## config.mk

```make
export PLATFORM = sky130hd
export DESIGN_NAME = utf8_to_ascii_glyph_map
export DESIGN_NICKNAME = d
export VERILOG_FILES = /design/src/hdl/u8ag_pkg.sv /design/src/hdl/u8ag_decode.sv /design/src/hdl/u8ag_glyph.sv /design/src/hdl/utf8_to_ascii_glyph_map.sv
export SDC_FILE = /design/constraint.sdc
export NUM_CORES = 1
export LEC_CHECK = 0
export ABC_AREA = 1
export BUFFER_PORTS_ARGS = -buffer_cell sky130_fd_sc_hd__buf_4
export CORE_MARGIN = 3
export CORE_UTILIZATION = 48
export DETAILED_ROUTE_END_ITERATION = 10
export HOLD_SLACK_MARGIN = 0.12
export PLACE_DENSITY = 0.67
export SLEW_MARGIN = 30
export SYNTH_ARGS = -nofsm -noshare
export SYNTH_HDL_FRONTEND = slang
export SYNTH_SLANG_ARGS = --single-unit
```

## constraint.sdc

```tcl
create_clock -name i_clk -period 1.8 [get_ports i_clk]
set_input_delay 0.27 -clock i_clk [delete_from_list [all_inputs] [get_ports i_clk]]
set_output_delay 0.27 -clock i_clk [all_outputs]
set_load 0.05 [all_outputs]
```

## src/hdl/u8ag_pkg.sv

```systemverilog
// Shared constants and types for the UTF-8 to ASCII glyph mapper.
package u8ag_pkg;

    localparam int unsigned ByteW  = 8;
    localparam int unsigned CodeW  = 21;
    localparam int unsigned GlyphW = 7;
    localparam int unsigned CntW   = 2;

    // Lead byte classification
    localparam logic [ByteW-1:0] AsciiLim  = 8'h80;
    localparam logic [ByteW-1:0] Lead4Min  = 8'hF0;
    localparam logic [ByteW-1:0] Lead3Min  = 8'hE0;
    localparam logic [ByteW-1:0] LeadMask2 = 8'h1F;
    localparam logic [ByteW-1:0] LeadMask3 = 8'h0F;
    localparam logic [ByteW-1:0] LeadMask4 = 8'h07;

    // Box drawing corner range
    localparam logic [CodeW-1:0] BoxLo = 21'h0250C;
    localparam logic [CodeW-1:0] BoxHi = 21'h0256C;

    // ASCII glyphs produced
    localparam logic [GlyphW-1:0] ChDot    = 7'h2E;
    localparam logic [GlyphW-1:0] ChColon  = 7'h3A;
    localparam logic [GlyphW-1:0] ChHash   = 7'h23;
    localparam logic [GlyphW-1:0] ChSlash  = 7'h2F;
    localparam logic [GlyphW-1:0] ChBslash = 7'h5C;
    localparam logic [GlyphW-1:0] ChBar    = 7'h7C;
    localparam logic [GlyphW-1:0] ChDash   = 7'h2D;
    localparam logic [GlyphW-1:0] ChQuote  = 7'h27;
    localparam logic [GlyphW-1:0] ChDquote = 7'h22;
    localparam logic [GlyphW-1:0] ChPlus   = 7'h2B;
    localparam logic [GlyphW-1:0] ChSpace  = 7'h20;

    // Decoder result for one accepted beat
    typedef struct packed {
        logic              emit;     // a glyph leaves with this beat
        logic              passthru; // plain ASCII byte, no mapping
        logic [GlyphW-1:0] ascii;
        logic [CodeW-1:0]  code;
        logic              last;
    } t_dec_out;

endpackage

```

## src/hdl/u8ag_decode.sv

```systemverilog
// Sequence tracker: lead/continuation handling and code point assembly.
module u8ag_decode
    import u8ag_pkg::*;
(
    input  logic             i_clk,
    input  logic             i_rst_n,
    input  logic             i_accept,
    input  logic [ByteW-1:0] i_byte,
    input  logic             i_last,
    output t_dec_out         o_dec
);

    logic [CntW-1:0]  r_pending, n_pending;
    logic [CodeW-1:0] r_accum, n_accum;
    logic [CodeW-1:0] w_code;
    logic             w_done;

    always_comb begin
        o_dec     = '0;
        w_code    = '0;
        w_done    = 1'b0;
        n_pending = r_pending;
        n_accum   = r_accum;
        o_dec.last  = i_last;
        o_dec.ascii = i_byte[GlyphW-1:0];
        if (r_pending == '0) begin
            if (i_byte < AsciiLim) begin
                o_dec.emit     = 1'b1;
                o_dec.passthru = 1'b1;
            end else if (i_byte >= Lead4Min) begin
                w_code    = CodeW'(i_byte & LeadMask4);
                n_pending = CntW'(3);
            end else if (i_byte >= Lead3Min) begin
                w_code    = CodeW'(i_byte & LeadMask3);
                n_pending = CntW'(2);
            end else begin
                w_code    = CodeW'(i_byte & LeadMask2);
                n_pending = CntW'(1);
            end
        end else begin
            w_code    = {r_accum[CodeW-7:0], i_byte[5:0]};
            n_pending = r_pending - CntW'(1);
            w_done    = (n_pending == '0);
        end
        o_dec.code = w_code;
        n_accum    = w_code;
        if (!o_dec.passthru && (w_done || i_last)) begin
            o_dec.emit = 1'b1;
        end
        if (o_dec.emit) begin
            n_pending = '0;
            n_accum   = '0;
        end
    end

    always_ff @(posedge i_clk) begin
        if (!i_rst_n) begin
            r_pending <= '0;
            r_accum   <= '0;
        end else if (i_accept) begin
            r_pending <= n_pending;
            r_accum   <= n_accum;
        end
    end

endmodule

```

## src/hdl/u8ag_glyph.sv

```systemverilog
// Code point to single-cell ASCII glyph lookup.
module u8ag_glyph
    import u8ag_pkg::*;
(
    input  logic [CodeW-1:0]  i_code,
    output logic [GlyphW-1:0] o_glyph
);

    always_comb begin
        case (i_code)
            21'h02591:                               o_glyph = ChDot;
            21'h02592:                               o_glyph = ChColon;
            21'h02593, 21'h02588:                    o_glyph = ChHash;
            21'h02571:                               o_glyph = ChSlash;
            21'h02572:                               o_glyph = ChBslash;
            21'h02502, 21'h02503, 21'h02551:         o_glyph = ChBar;
            21'h02500, 21'h02501, 21'h02550,
            21'h02014, 21'h02013:                    o_glyph = ChDash;
            21'h000B7, 21'h02022, 21'h02027:         o_glyph = ChDot;
            21'h02018, 21'h02019:                    o_glyph = ChQuote;
            21'h0201C, 21'h0201D:                    o_glyph = ChDquote;
            default: begin
                if (i_code inside {[BoxLo:BoxHi]}) begin
                    o_glyph = ChPlus;
                end else begin
                    o_glyph = ChSpace;
                end
            end
        endcase
    end

endmodule

```

## src/hdl/utf8_to_ascii_glyph_map.sv

```systemverilog
// Top level: UTF-8 byte stream in, ASCII glyph stream out.
//
// Slave side takes one raw UTF-8 byte per beat in i_s_tdata, with i_s_tlast
// marking the final byte of a line. Master side gives one ASCII glyph per
// beat in o_m_tdata[6:0] (bit 7 is zero), with o_m_tlast ending the line.
// A byte below 0x80 outside a sequence passes straight through. A lead byte
// opens a 2, 3 or 4 byte sequence; continuation bytes are taken blindly,
// six bits each. When the sequence closes, or the line ends inside it, the
// code point is looked up and one glyph leaves. Beats inside an open
// sequence produce no output beat.
// Throughput: one input beat per cycle, unless a stalled glyph holds the
// output register. Decode and the glyph lookup are combinational and sit
// between the sequence state and the output register.
// Reset (i_rst_n low, synchronous) clears the open sequence and empties the
// output register. When the receiver stalls, the glyph waits in the output
// register and o_s_tready stays high only if that register is being taken
// in the same cycle; a stall never drops or repeats a glyph.
module utf8_to_ascii_glyph_map
    import u8ag_pkg::*;
(
    input  logic       i_clk,
    input  logic       i_rst_n,
    input  logic       i_s_tvalid,
    output logic       o_s_tready,
    input  logic [7:0] i_s_tdata,   // [7:0] data_byte
    input  logic       i_s_tlast,   // line_end
    output logic       o_m_tvalid,
    input  logic       i_m_tready,
    output logic [7:0] o_m_tdata,   // [6:0] glyph, [7] zero
    output logic       o_m_tlast    // glyph_last
);

    t_dec_out          w_dec;
    logic [GlyphW-1:0] w_mapped;
    logic              w_accept;

    logic              r_valid;
    logic [GlyphW-1:0] r_glyph;
    logic              r_last;

    // Output register frees up when empty or drained this cycle
    assign o_s_tready = !r_valid || i_m_tready;
    assign w_accept   = i_s_tvalid && o_s_tready;

    u8ag_decode u_decode (
        .i_clk    (i_clk),
        .i_rst_n  (i_rst_n),
        .i_accept (w_accept),
        .i_byte   (i_s_tdata),
        .i_last   (i_s_tlast),
        .o_dec    (w_dec)
    );

    u8ag_glyph u_glyph (
        .i_code  (w_dec.code),
        .o_glyph (w_mapped)
    );

    always_ff @(posedge i_clk) begin
        if (!i_rst_n) begin
            r_valid <= 1'b0;
        end else if (o_s_tready) begin
            r_valid <= w_accept && w_dec.emit;
        end
    end

    // Payload, no reset needed
    always_ff @(posedge i_clk) begin
        if (o_s_tready) begin
            r_glyph <= w_dec.passthru ? w_dec.ascii : w_mapped;
            r_last  <= w_dec.last;
        end
    end

    assign o_m_tvalid = r_valid;
    assign o_m_tdata  = {1'b0, r_glyph};
    assign o_m_tlast  = r_last;

endmodule

```

==> impl_metrics.csv <==
group,metric,value,unit
logic_synthesis,synth_seq_area_share,0.3194,
hold_path,holdPathStages,1,
floorplan,io_pins,24,
critical_path,crit_fanout,8,
placed_design,dp.cells,396,
sta,hold_violations,0,
logic_synthesis,synth_seq_cells,26,
sta,setup_ws,-0.2096,ns
logic_synthesis,syn-num-nets,305,
critical_path,cpMaxStageDelayCell,"dfxtp_4",
sta,fmax,0.4976,GHz
logic_synthesis,synth_top_area_cell,"dfxtp_1",
grt,gr-total-overflow,0,
logic_synthesis,avgSynthCellArea,6.440,um^2
route,vias,2100,
critical_path,crit_path_end_kind,"flop",
layout,fillers,323,
route,drc_errors,0,
pwr,irDropWorstVdd,0.3061,mV
sta,setup_violations,6,
route,dr.pass1.iters,4,
layout,drive_gt1_frac,0.3933,
clocking,root_buffer,"clkbuf_8",
route,ant_nets,0,
floorplan,num_rows,22,
critical_path,cp.buffers_inverters,4,
critical_path,r2r_start,"u_decode.r_pending[1]",
logic_synthesis,ys_top_cells_by_area,"dfxtp_1 19%, nand2_1 16%, edfxtp_1 13%",
critical_path,critPathKind,"reg -> reg",
hold_path,hold_class,"in -> reg",
layout,diodes,0,
critical_path,required,1.95,ns
route,drt-initial-drc-count,128,
grt,grt_use_total,0.2392,
critical_path,r2r_slack,-0.21,ns
pwr,p_per_area,539.2,mW/mm^2
route,wire_per_inst,13.51,um
layout,stdcell_count,404,
logic_synthesis,syn_area,0.001881,mm^2
run,maxCapViolCount,0,
sta,tns,-0.7841,ns
grt,grt_max_degree,18,
clocking,numCtsBuffers,3,
clocking,cts_tree,"built",
logic_synthesis,yosysTopAreaCellShare,0.1916,
route,drt-vias-per-instance,5.198,
status,outcome,"complete, but fails checks",
critical_path,crit_top_cell,"nor2_4",
logic_synthesis,netlist_instances,292,
hold_path,hp-start,"i_s_tlast",
critical_path,reg2reg_depth,14,
sta,report.final.slew_viol_count,0,
logic_synthesis,ys_warn_count,0,
floorplan,core_area,0.003716,mm^2
status,violations,"negative setup slack",
critical_path,critical_path.top_delay_family,"simple AND/OR/NAND/NOR gates",
clocking,htree_num_levels,1,
logic_synthesis,synthDistinctLibCells,31,
placed_design,gp_congestion,0.9444,
route,totalWireLength,5457,um
layout,nets,370,
sta,fin_worst_skew,0.004447,ns
floorplan,die_y,68.59,um
grt,grt_pass1_wl,8549,um
grt,grt_pass1_vias,1939,
placed_design,dpl.hpwl,3826,um
floorplan,die_w,68.59,um
pwr,p_leak,1.289,nW
critical_path,cp.arrival,2.16,ns
critical_path,slowest_delay,0.38,ns
grt,antenna_found_initial,0,
critical_path,crit_chain,"nor2_4, buf_8, a21oi_4, nor2_4, nand3_4, nor2_4, nand2_1, nor2_2, buf_4, buf_4, inv_1, nand3_1, nor2_1, nand2_1",
floorplan,die_area,0.004705,mm^2
clocking,insertion_delay,0.28,ns
sta,rsz0062_at_grt,"yes",
clocking,clkTransAtPathRegs,0.10,ns
clocking,clkSinkCount,26,
hold_path,hold_end,"o_m_tlast",
sta,min_period_over_period,1.116,
critical_path,critPathLaunchType,"flop",
floorplan,initial_core_util,0.5061,
critical_path,r2r-end,"r_glyph[3]",
placed_design,port-buffer-count,22,
sta,period_needed,2.010,ns
layout,areaGrowthSynthToFinish,44.05,%
clocking,cts.path.max_buffers,2,
-- layout by cell type (no fill, tap or decap), types with 2 or more instances in the layout --
cell type	n
a21oi_1	23
a21oi_4	3
buf_4	63
buf_6	2
clkbuf_8	3
dfxtp_1	16
edfxtp_1	8
inv_1	35
inv_2	6
inv_4	3
nand2_1	72
nand2_2	7
nand2_4	8
nand2_8	2
nand3_1	18
nand3_2	8
nand3_4	3
nand4_1	4
nor2_1	24
nor2_2	12
nor2_4	11
nor3_1	3
o211ai_1	2
o21ai_0	5
-- registers in the layout, summed over array words and instances (netlist names) --
signal	cells
o_m_tlast	1
u_decode.r_accum	15
o_m_tvalid	1
r_glyph	7
u_decode.r_pending	2
-- worst register-to-register path, cell delays in order (launching register included) --
cell and delay (ns):
dfxtp_4 0.38, nor2_4 0.14, buf_8 0.16, a21oi_4 0.05, nor2_4 0.15, nand3_4 0.12, nor2_4 0.17, nand2_1 0.10
nor2_2 0.18, buf_4 0.13, buf_4 0.09, inv_1 0.05, nand3_1 0.07, nor2_1 0.05, nand2_1 0.06
-- Yosys cell counts, drive strengths merged --
master and number:
conb 1, nand2 88, and2 1, nor3b 1
nor2 47, clkinv 1, buf 5, a21oi 26
nor3 4, clkbuf 2, nand3b 1, o21a 1
nand4 4, edfxtp 8, nand3 29, dfxtp 18
o21ai 7, inv 45, o211ai 2, o2111ai 1
-- logic make-up after synthesis --
logic type,Yosys count,synth area share
flops,26,0.3194
simple gates,175,0.4418
compound gates,37,0.1164
other cells,1,0.001994
buf+inv,53,0.1204
-- layout make-up --
class	instances	area [um^2]	area share
inverters	46	187.7	0.06928
repair buffers	66	510.5	0.1885
clock buffers	4	66.31	0.02448
flip-flops and latches	26	605.6	0.2236
well taps	48	60.06	0.02217
multi-input cells	214	1279	0.4721
-- worst max-delay path by stage --
| stage | end | cells past startpoint | start |
|---|---|---|---|
| final | r_glyph[3] | 14 | u_decode.r_pending[1] |
| after global routing | r_glyph[3] | 16 | u_decode.r_pending[0] |
| after CTS | r_glyph[3] | 16 | u_decode.r_pending[0] |
| after detailed placement | r_glyph[3] | 14 | u_decode.r_pending[0] |
| after global placement | r_glyph[0] | 15 | i_s_tdata[7] |
| after floorplan | u_decode.r_accum[5] | 6 | o_m_tvalid |
-- layer usage --
metal  wire [um]  GRT usage  vias to the layer above  part of all wire
met5           0          0                        -                 0
met4          98    0.07444                        0             0.018
li1            -          -                     1053                 -
met3         316    0.02269                       12             0.058
met2        2830     0.4386                       61              0.52
met1        2212     0.2902                      974              0.41
-- report_power, final --
part	total [mW]	switching, mW	internal (mW)
Combinational	0.382	0.241	0.141
Clock	0.444	0.202	0.242
Sequential	0.635	0.00996	0.625
-- per-stage QoR --
stage | setup WS (ns) | instance area, um^2 | hold WS (ns) | util | power (mW)
after floorplan | 0.01732 | 1888 | 0.3689 | - | 0.8526
after global placement | -0.1529 | 2367 | 0.4527 | 0.6370 | 0.9779
after detailed placement | -0.1617 | 2367 | 0.4573 | 0.6370 | 0.9787
after CTS | -0.1338 | 2529 | 0.1822 | 0.6805 | 1.433
after global routing | -0.3272 | 2709 | 0.1842 | 0.7290 | 1.517
final | -0.2096 | 2709 | 0.1908 | 0.7290 | 1.461
-- repair_timing --
item	in CTS	in global routing
gates resized for setup	24	42
cloned	1	0
pin swaps	6	29
buffers inserted	1	2
endpoints found under the hold margin	0	0
setup endpoints to repair	6	7
hold buffers	0	0
Power figures use the tool's default switching activity.
